`src/design/afwm_pkg.sv`:
```
package afwm_pkg;

  typedef logic [1:0] axis_t;

  // Opcode of the input word
  localparam logic CMD_BUILD = 1'b0;
  localparam logic CMD_XFORM = 1'b1;

  // pi/2 in unsigned Q30
  localparam logic [30:0] HALF_PI_Q30 = 31'd1686629713;
  localparam logic [31:0] ONE_Q30     = 32'd1073741824;

  // Divisors of the Horner steps of the sine series, innermost first
  localparam logic [7:0] SERIES_DIV [0:5] = '{8'd156, 8'd110, 8'd72, 8'd42, 8'd20, 8'd6};

  // Same divisions as reciprocal multiplies, exact for any 32-bit dividend:
  // floor(n / d) = ((n >> RCP_PRE) * RCP_MUL) >> RCP_POST
  localparam logic [1:0]  RCP_PRE  [0:5] = '{2'd2, 2'd1, 2'd3, 2'd1, 2'd2, 2'd1};
  localparam logic [31:0] RCP_MUL  [0:5] = '{
    32'd3524075731, 32'd2498890064, 32'd3817748708,
    32'd3272356036, 32'd3435973837, 32'd2863311531
  };
  localparam logic [5:0]  RCP_POST [0:5] = '{6'd37, 6'd37, 6'd35, 6'd36, 6'd34, 6'd33};

  // Axis order per rotation_order code; unused codes fall back to ZXY
  localparam axis_t ORDER_TAB [0:7][0:2] = '{
    '{2'd2, 2'd0, 2'd1}, '{2'd0, 2'd1, 2'd2}, '{2'd0, 2'd2, 2'd1}, '{2'd1, 2'd0, 2'd2},
    '{2'd1, 2'd2, 2'd0}, '{2'd2, 2'd1, 2'd0}, '{2'd2, 2'd0, 2'd1}, '{2'd2, 2'd0, 2'd1}
  };

  localparam logic [2:0] SER_LAST  = 3'd5;
  localparam logic [2:0] TRIG_LAST = 3'd5;
  localparam logic [1:0] IDX_LAST3 = 2'd2;
  localparam logic [1:0] IDX_LAST4 = 2'd3;

  typedef enum logic [4:0] {
    S_IDLE,
    S_XF_ISSUE, S_XF_DRAIN, S_XF_EMIT,
    S_TH_MUL, S_TH_LD, S_X2_MUL, S_X2_LD,
    S_SER_MUL, S_DIV_LD, S_DIV, S_SER_T,
    S_SIN_MUL, S_SIN_LD,
    S_P_ISSUE, S_P_DRAIN, S_R_ISSUE, S_R_DRAIN,
    S_W_ISSUE, S_W_DRAIN, S_EMIT
  } ctl_state_t;

  typedef enum logic [3:0] {
    MOP_ROT1, MOP_ROT2, MOP_WORLD, MOP_XFORM,
    MOP_THETA, MOP_X2, MOP_SERIES, MOP_SINE, MOP_RECIP
  } mul_op_t;

  typedef enum logic [1:0] {
    DST_P, DST_R, DST_W, DST_VEC
  } dest_t;

  typedef struct packed {
    logic       ld_in;
    mul_op_t    mul_op;
    logic       issue;
    logic       first;
    logic       last;
    dest_t      dest;
    logic [1:0] i;
    logic [1:0] j;
    logic [1:0] k;
    logic [2:0] trig_sel;
    logic [2:0] ser;
    logic       ld_theta;
    logic       ld_x2;
    logic       t_init;
    logic       div_load;
    logic       ld_t;
    logic       ld_trig;
    logic       emit;
    logic       emit_vec;
    logic       emit_last;
  } dp_cmd_t;

endpackage

```
`src/design/afwm_ctrl.sv`:
```
module afwm_ctrl (
  input  logic              clk,
  input  logic              rst,
  input  logic              in_valid,
  output logic              in_stall,
  input  logic              command,
  output logic              out_valid,
  input  logic              out_stall,
  output afwm_pkg::dp_cmd_t cmd
);
  import afwm_pkg::*;

  ctl_state_t state, state_next;
  logic [1:0] i, i_next, j, j_next, k, k_next;
  logic [2:0] ser, ser_next, n, n_next;
  logic [4:0] cnt, cnt_next;
  logic       out_valid_next;
  logic       out_free;

  assign out_free = !out_valid || !out_stall;
  assign in_stall = (state != S_IDLE);

  always_ff @(posedge clk) begin
    if (rst) begin
      state     <= S_IDLE;
      i         <= '0;
      j         <= '0;
      k         <= '0;
      ser       <= '0;
      n         <= '0;
      cnt       <= '0;
      out_valid <= 1'b0;
    end else begin
      state     <= state_next;
      i         <= i_next;
      j         <= j_next;
      k         <= k_next;
      ser       <= ser_next;
      n         <= n_next;
      cnt       <= cnt_next;
      out_valid <= out_valid_next;
    end
  end

  always_comb begin
    state_next = state;
    i_next     = i;
    j_next     = j;
    k_next     = k;
    ser_next   = ser;
    n_next     = n;
    cnt_next   = cnt;
    cmd        = '0;
    cmd.mul_op = MOP_XFORM;
    cmd.dest   = DST_VEC;
    cmd.i      = i;
    cmd.j      = j;
    cmd.k      = k;
    cmd.ser    = ser;
    cmd.trig_sel = n;
    case (state)
      S_IDLE: begin
        if (in_valid) begin
          cmd.ld_in = 1'b1;
          i_next = '0;
          j_next = '0;
          k_next = '0;
          n_next = '0;
          state_next = (command == CMD_XFORM) ? S_XF_ISSUE : S_TH_MUL;
        end
      end
      S_XF_ISSUE: begin
        cmd.issue  = 1'b1;
        cmd.mul_op = MOP_XFORM;
        cmd.dest   = DST_VEC;
        cmd.first  = (k == 2'd0);
        cmd.last   = (k == IDX_LAST3);
        k_next = k + 2'd1;
        if (k == IDX_LAST3) begin
          k_next = '0;
          j_next = j + 2'd1;
          if (j == IDX_LAST3) begin
            j_next = '0;
            cnt_next = '0;
            state_next = S_XF_DRAIN;
          end
        end
      end
      S_XF_DRAIN: begin
        cnt_next = cnt + 5'd1;
        if (cnt == 5'd1) state_next = S_XF_EMIT;
      end
      S_XF_EMIT: begin
        if (out_free) begin
          cmd.emit      = 1'b1;
          cmd.emit_vec  = 1'b1;
          cmd.emit_last = 1'b1;
          state_next = S_IDLE;
        end
      end
      S_TH_MUL: begin
        cmd.mul_op = MOP_THETA;
        state_next = S_TH_LD;
      end
      S_TH_LD: begin
        cmd.ld_theta = 1'b1;
        state_next = S_X2_MUL;
      end
      S_X2_MUL: begin
        cmd.mul_op = MOP_X2;
        state_next = S_X2_LD;
      end
      S_X2_LD: begin
        cmd.ld_x2  = 1'b1;
        cmd.t_init = 1'b1;
        ser_next = '0;
        state_next = S_SER_MUL;
      end
      S_SER_MUL: begin
        cmd.mul_op = MOP_SERIES;
        state_next = S_DIV_LD;
      end
      S_DIV_LD: begin
        cmd.div_load = 1'b1;
        state_next = S_DIV;
      end
      S_DIV: begin
        cmd.mul_op = MOP_RECIP;
        state_next = S_SER_T;
      end
      S_SER_T: begin
        cmd.ld_t = 1'b1;
        if (ser == SER_LAST) begin
          state_next = S_SIN_MUL;
        end else begin
          ser_next = ser + 3'd1;
          state_next = S_SER_MUL;
        end
      end
      S_SIN_MUL: begin
        cmd.mul_op = MOP_SINE;
        state_next = S_SIN_LD;
      end
      S_SIN_LD: begin
        cmd.ld_trig = 1'b1;
        if (n == TRIG_LAST) begin
          i_next = '0;
          j_next = '0;
          k_next = '0;
          state_next = S_P_ISSUE;
        end else begin
          n_next = n + 3'd1;
          state_next = S_TH_MUL;
        end
      end
      S_P_ISSUE, S_R_ISSUE: begin
        cmd.issue  = 1'b1;
        cmd.mul_op = (state == S_P_ISSUE) ? MOP_ROT1 : MOP_ROT2;
        cmd.dest   = (state == S_P_ISSUE) ? DST_P : DST_R;
        cmd.first  = (k == 2'd0);
        cmd.last   = (k == IDX_LAST3);
        k_next = k + 2'd1;
        if (k == IDX_LAST3) begin
          k_next = '0;
          j_next = j + 2'd1;
          if (j == IDX_LAST3) begin
            j_next = '0;
            i_next = i + 2'd1;
            if (i == IDX_LAST3) begin
              i_next = '0;
              cnt_next = '0;
              state_next = (state == S_P_ISSUE) ? S_P_DRAIN : S_R_DRAIN;
            end
          end
        end
      end
      S_P_DRAIN, S_R_DRAIN, S_W_DRAIN: begin
        cnt_next = cnt + 5'd1;
        if (cnt == 5'd1) begin
          case (state)
            S_P_DRAIN: state_next = S_R_ISSUE;
            S_R_DRAIN: state_next = S_W_ISSUE;
            default:   state_next = S_EMIT;
          endcase
        end
      end
      S_W_ISSUE: begin
        cmd.issue  = 1'b1;
        cmd.mul_op = MOP_WORLD;
        cmd.dest   = DST_W;
        cmd.first  = 1'b1;
        cmd.last   = 1'b1;
        j_next = j + 2'd1;
        if (j == IDX_LAST4) begin
          i_next = i + 2'd1;
          if (i == IDX_LAST4) begin
            cnt_next = '0;
            state_next = S_W_DRAIN;
          end
        end
      end
      S_EMIT: begin
        if (out_free) begin
          cmd.emit      = 1'b1;
          cmd.emit_last = (i == IDX_LAST4);
          i_next = i + 2'd1;
          if (i == IDX_LAST4) state_next = S_IDLE;
        end
      end
      default: state_next = S_IDLE;
    endcase
  end

  always_comb begin
    if (cmd.emit) out_valid_next = 1'b1;
    else if (out_stall) out_valid_next = out_valid;
    else out_valid_next = 1'b0;
  end

endmodule

```
`config.mk`:
```
export PLATFORM = sky130hd
export DESIGN_NAME = afwm_ctrl
export DESIGN_NICKNAME = d
export VERILOG_FILES = /design/src/design/afwm_pkg.sv /design/src/design/afwm_ctrl.sv
export SDC_FILE = /design/constraint.sdc
export NUM_CORES = 1
export LEC_CHECK = 0
export BUFFER_PORTS_ARGS = -buffer_cell sky130_fd_sc_hd__buf_2
export CAP_MARGIN = 20
export CORE_MARGIN = 2
export CORE_UTILIZATION = 60
export DETAILED_ROUTE_END_ITERATION = 12
export PLACE_DENSITY = 0.88
export SLEW_MARGIN = 20
export SYNTH_ARGS = -nofsm -noshare
export SYNTH_HDL_FRONTEND = slang
export SYNTH_SLANG_ARGS = --single-unit
```
`constraint.sdc`:
```
create_clock -name clk -period 5.35 [get_ports clk]
set_clock_uncertainty 0.15 [all_clocks]
set_input_delay 0 -clock clk [delete_from_list [all_inputs] [get_ports clk]]
set_output_delay 0 -clock clk [all_outputs]
set_load 0.05 [all_outputs]
```
==> flow_metrics.env, run 1 <==
export IMPL_cts_root_buf="clkbuf_4"
export IMPL_clk_path_buf_depth=2
export IMPL_grt_start_max_net_pins=28
export IMPL_cp_top_family="flip-flops"
export IMPL_wl_mm=4.97
export IMPL_place_hpwl_mm=3.55
export IMPL_synthArstFlopShare=0
export IMPL_fin_setup_tns_ps=0
export IMPL_fin_crit_ps=2690
export IMPL_dr_pass1_iters=4
export IMPL_grt_pass1_wl_mm=7.94
export IMPL_synthCells=257
export IMPL_via_count=2040
export IMPL_synth_ff_type="dfxtp_1"
export IMPL_nets=306
export IMPL_crit_type="reg -> reg"
export IMPL_yosysMostFrequentCell="nor2_1"
export IMPL_grt_use_total=0.249
export IMPL_cts_setup_buffers=0
export IMPL_cts_tree="yes"
export IMPL_busiest_layer="met2"
export IMPL_max_slew_worst_pin_slew_ps=903
export IMPL_fmax_mhz=371
export IMPL_synth_area_sq_mm=0.00205
export IMPL_avgViaCountPerCell=6.14
export IMPL_synth_top_area_cell="dfxtp_1"
export IMPL_setup_viol=0
export IMPL_final_util=0.684
export IMPL_drv_cap=0
export IMPL_antenna_found_initial=0
export IMPL_num_rows=21
export IMPL_status="complete, no violations"
export IMPL_arrival_ps=2770
export IMPL_rsz0062_at_grt="no"
export IMPL_grt_pass1_vias=1740
export IMPL_placedCellCount=323
export IMPL_leakage_uw=0.000925
export IMPL_path_max_fanout=26
export IMPL_finalPower_uw=836
export IMPL_hold_viol_final=0
export IMPL_synth_fp_nets=276
export IMPL_reg2reg_slack_ps=2660
export IMPL_ctsResizeCount=0
export IMPL_area_growth_pct=10.2
export IMPL_ys_warnings_count=0
export IMPL_wl_per_cell_microns=15.0
export IMPL_clk_pin_slew_ps=140
export IMPL_yosys_top_cells_area="dfxtp_1 (22%), ha_1 (8.5%), nor2_1 (4.9%)"
export IMPL_endpoint_kind="flip-flop"
export IMPL_grt_overflow=0
export IMPL_dieArea_sq_mm=0.00391
export IMPL_start_util=0.621
export IMPL_grtUsageMet2=0.423
export IMPL_start_kind="flip-flop"
export IMPL_relSlewSlack=0.397
export IMPL_routabilityCongestion=0.866
export IMPL_die_w_microns=62.5
export IMPL_htree_levels=1
export IMPL_diodes=0
export IMPL_chipHeight_microns=62.5
export IMPL_worstPathCellList="and4bb_4 -> o21bai_2 -> o221ai_1 -> nor4b_4 -> mux2_4"
export IMPL_max_stage_delay_ps=930
export IMPL_yosysSeqAreaShare=0.224
export IMPL_drtAntennaViolNets=0
export IMPL_remaining_drc_errors=0
export IMPL_synth_edf_count=0
export IMPL_cts_sinks=23
export IMPL_port_buffers=37
export IMPL_crit_path_top_delay_cell="dfxtp_1"
export IMPL_ioPinCount=38
export IMPL_min_period_over_period=0.504
export IMPL_ys_top_cells_by_count="nor2_1 (27), dfxtp_1 (23), nand2_1 (20)"
export IMPL_drt_initial_drc_count=154
export IMPL_use_met1=0.326
export IMPL_ys_ff_latch=23
export IMPL_required_ps=5420
export IMPL_clkLatencyLatePin_ps=320
export IMPL_yosysTopAreaCellShare=0.224
export IMPL_core_area_sq_mm=0.00331
export IMPL_path_buf_inv=0
export IMPL_vdd_drop_max_v=0.000165
export IMPL_grtUsageMet3=0.0342
export IMPL_hp_class="reg -> reg"
export IMPL_ys_types=67
export IMPL_drv_slew=0
export IMPL_cellPowerDensity_mw_per_mm2=369
export IMPL_syn_mean_instance_area_sq_um=7.99
export IMPL_layoutNonFillerInstCount=332
export IMPL_drive_above_1_share=0.196
export IMPL_numCtsBuffers=3
-- area by class of cell --
type / instances / area, sq um
fillers: 294 / 1050
clock inverters: 1 / 5.00
flip-flops and latches: 23 / 460
well taps: 46 / 57.6
inverters: 15 / 56.3
multi-input cells: 202 / 1430
repair buffers: 42 / 235
clock buffers: 3 / 22.5
-- registers in the layout (all words and copies together), names as in the netlist --
register / cells
cnt: 5
j: 2
out_valid: 1
state: 5
ser: 3
k: 2
i: 2
n: 3
-- worst reg2reg max path, cell delays in order, from the launching register on --
cell and delay, ps:
dfxtp_1 930, and4bb_4 320, o21bai_2 180, o221ai_1 200, nor4b_4 480, mux2_4 340
-- placed cells by master, fill, tap and decap left out, drive strengths merged, types with 6 or more instances in the layout --
master / netlist / routed
inv: 15 / 15
o21ai: 23 / 23
buf: 13 / 37
nor2: 27 / 27
ha: 14 / 14
nor3: 6 / 6
a21oi: 18 / 18
dfxtp: 23 / 23
nand2: 20 / 20
nand3: 6 / 6
-- per-stage QoR --
step	instance area, sq um	hold slack, ps	setup slack (ps)
2_1_floorplan	2050	33.7	2650
3_3_place_gp	2190	239	2770
3_5_place_dp	2190	220	2740
4_1_cts	2260	353	2720
5_1_grt	2260	375	2490
6_report	2260	352	2660
-- where the power goes --
group          internal (uW)  switching (uW)
combinational            172             319
clock                   28.0            56.5
sequential               189            72.4
total                    388             448
-- path summary, 6_finish.rpt --
kind	from	endpoint	cells after the start
worst max-delay path	state[1]$_SDFFE_PP0P_	state[3]$_SDFFE_PP0P_	5
worst min-delay path	cnt[4]$_SDFFE_PP0P_	cnt[4]$_SDFFE_PP0P_	1
worst max register to register	state[1]$_SDFFE_PP0P_	state[3]$_SDFFE_PP0P_	5
worst min register to register	cnt[4]$_SDFFE_PP0P_	cnt[4]$_SDFFE_PP0P_	1
-- metal layers --
metal / routed length, microns / part of all wire
met1: 2240 / 0.45
met5: 0 / 0
met4: 70 / 0.014
met3: 369 / 0.074
met2: 2290 / 0.46
-- logic make-up after synthesis --
logic type,after synthesis,synth area share
XOR/XNOR,2,0.00853
adder cells (fa/ha/maj),14,0.0853
AND/OR/NAND/NOR,99,0.283
buffers and inverters,32,0.0816
multiplexers,10,0.0554
flip-flops,23,0.224
AO/OA/AOI/OAI,77,0.262
-- timing repair --
item	in CTS	in global routing
endpoints found under the hold margin	8	0
setup endpoints to repair	0	0
hold buffers	5	0
Note: power is estimated with default switching activity, not from simulation.
==> inputs of run 2 (changes only) <==
CORE_UTILIZATION = 51   (was 60)
PLACE_DENSITY = 0.8   (was 0.88)
clock period = 2.3 ns   (was 5.35 ns; I/O delays follow)
==> flow_metrics.env, run 2 (synthesis gave the netlist of run 1 again) <==
export IMPL_setup_viol=0
export IMPL_drive_above_1_share=0.276
export IMPL_core_area_sq_mm=0.00394
export IMPL_die_w_microns=67.5
export IMPL_rsz0062_at_grt="no"
export IMPL_drv_slew=0
export IMPL_start_util=0.521
export IMPL_crit_type="reg -> out"
export IMPL_required_ps=2150
export IMPL_num_rows=23
export IMPL_via_count=2123
export IMPL_dr_pass1_iters=5
export IMPL_hold_viol_final=0
export IMPL_grt_overflow=0
export IMPL_cts_root_buf="clkbuf_8"
export IMPL_drtAntennaViolNets=0
export IMPL_fin_setup_tns_ps=0
export IMPL_antenna_found_initial=0
export IMPL_rr_endpoint="state[3]$_SDFFE_PP0P_"
export IMPL_cts_setup_buffers=0
export IMPL_area_growth_pct=18.6
export IMPL_hp_start="rst"
export IMPL_leakage_uw=0.00104
export IMPL_reg2reg_slack_ps=90
export IMPL_clk_pin_slew_ps=90
export IMPL_drt_initial_drc_count=202
export IMPL_fin_crit_ps=2230
export IMPL_endpoint_kind="primary output"
export IMPL_place_hpwl_mm=4.08
export IMPL_fillers=338
export IMPL_clkLatencyLatePin_ps=270
export IMPL_relSlewSlack=0.686
export IMPL_htree_levels=1
export IMPL_dieArea_sq_mm=0.00455
export IMPL_min_period_over_period=0.969
export IMPL_port_buffers=37
export IMPL_hp_class="in -> reg"
export IMPL_diodes=0
export IMPL_grt_pass1_wl_mm=8.58
export IMPL_fmax_mhz=449
export IMPL_wl_mm=5.35
export IMPL_grt_use_total=0.245
export IMPL_grt_start_max_net_pins=27
export IMPL_cellPowerDensity_mw_per_mm2=894
export IMPL_chipHeight_microns=67.5
export IMPL_ioPinCount=38
export IMPL_routabilityCongestion=0.911
export IMPL_drv_cap=0
export IMPL_arrival_ps=2080
export IMPL_path_max_fanout=10
export IMPL_nets=324
export IMPL_cts_tree="yes"
export IMPL_max_slew_worst_pin_slew_ps=465
export IMPL_start_kind="flip-flop"
export IMPL_preCtsSetupSlack_ps=51.9
export IMPL_status="complete, no violations"
export IMPL_avgViaCountPerCell=6.00
export IMPL_rr_startpoint="state[3]$_SDFFE_PP0P_"
export IMPL_ff2ff_path_depth=6
export IMPL_clk_path_buf_depth=2
export IMPL_numCtsBuffers=3
export IMPL_grt_pass1_vias=1807
export IMPL_vdd_drop_max_v=0.000486
export IMPL_cts_sinks=23
export IMPL_finalWorstSetupSlack_ps=71.1
export IMPL_remaining_drc_errors=0
export IMPL_reg_top3="cnt: 5 flops, state: 5 flops"
export IMPL_final_common_cell="buf_2"
export IMPL_hold_depth=2
export IMPL_whs_endpoint="ser[0]$_SDFFE_PP0P_"
export IMPL_final_cell_mix="buf_2 (36), nor2_1 (26), buf_4 (22)"
export IMPL_wl_per_cell_microns=15.1
==> run 2: worst max path at each step <==
stage	startpoint	endpoint	slack [ps]	depth (start not counted)
after global routing	state[3]$_SDFFE_PP0P_	cmd[24]	8	6
after detailed placement	state[3]$_SDFFE_PP0P_	state[3]$_SDFFE_PP0P_	50	6
after floorplan	state[4]$_SDFFE_PP0P_	state[0]$_SDFFE_PP0P_	30	5
after global placement	state[3]$_SDFFE_PP0P_	state[3]$_SDFFE_PP0P_	100	6
final	state[3]$_SDFFE_PP0P_	cmd[24]	70	6
after CTS	state[3]$_SDFFE_PP0P_	cmd[24]	20	6
==> run 2: report_power, final <==
part | switching, uW | internal (uW) | leakage [uW]
logic | 884 | 515 | 0.000822
registers | 71.9 | 443 | 0.000188
clock network | 145 | 121 | 0.0000255
==> run 2: area by class of cell <==
type                            count  area, sq um  area share
Clock buffer                        3         41.3      0.0169
Multi-Input combinational cell    202         1440       0.591
Inverter                           15         56.3      0.0231
Sequential cell                    23          465       0.191
Tap cell                           50         62.6      0.0257
Clock inverter                      1         5.00     0.00205
Timing Repair Buffer               60          365       0.150
==> run 2: per-stage QoR <==
stage	hold WS [ps]	util	cell area, sq um	power, uW	cells
2_1_floorplan	32.2	-	2070	1570	257
3_3_place_gp	224	0.599	2360	1860	348
3_5_place_dp	214	0.599	2360	1880	348
4_1_cts	10.6	0.617	2430	2150	354
5_1_grt	28.8	0.618	2440	2300	354
6_report	7.63	0.618	2440	2180	354
==> run 2: layer usage <==
metal,global-route usage,share of wire
met5,0,0
met2,0.370,0.44
met4,0.0714,0.019
met1,0.359,0.47
met3,0.0333,0.071
==> run 2: what timing repair did <==
| item | in CTS | in global routing |
|---|---|---|
| hold endpoints to repair | 2 | 0 |
| setup endpoints to repair | 1 | 13 |
| hold buffers | 2 | 0 |
| resized for setup | 1 | 4 |
| gates cloned | 0 | 0 |
==> run 2: critical path, stage by stage, from the launching register on <==
cell and delay [ps]:
dfxtp_2 390, buf_4 190, or4b_1 520, a21oi_4 240
or2_2 160, and2_1 120, buf_4 190
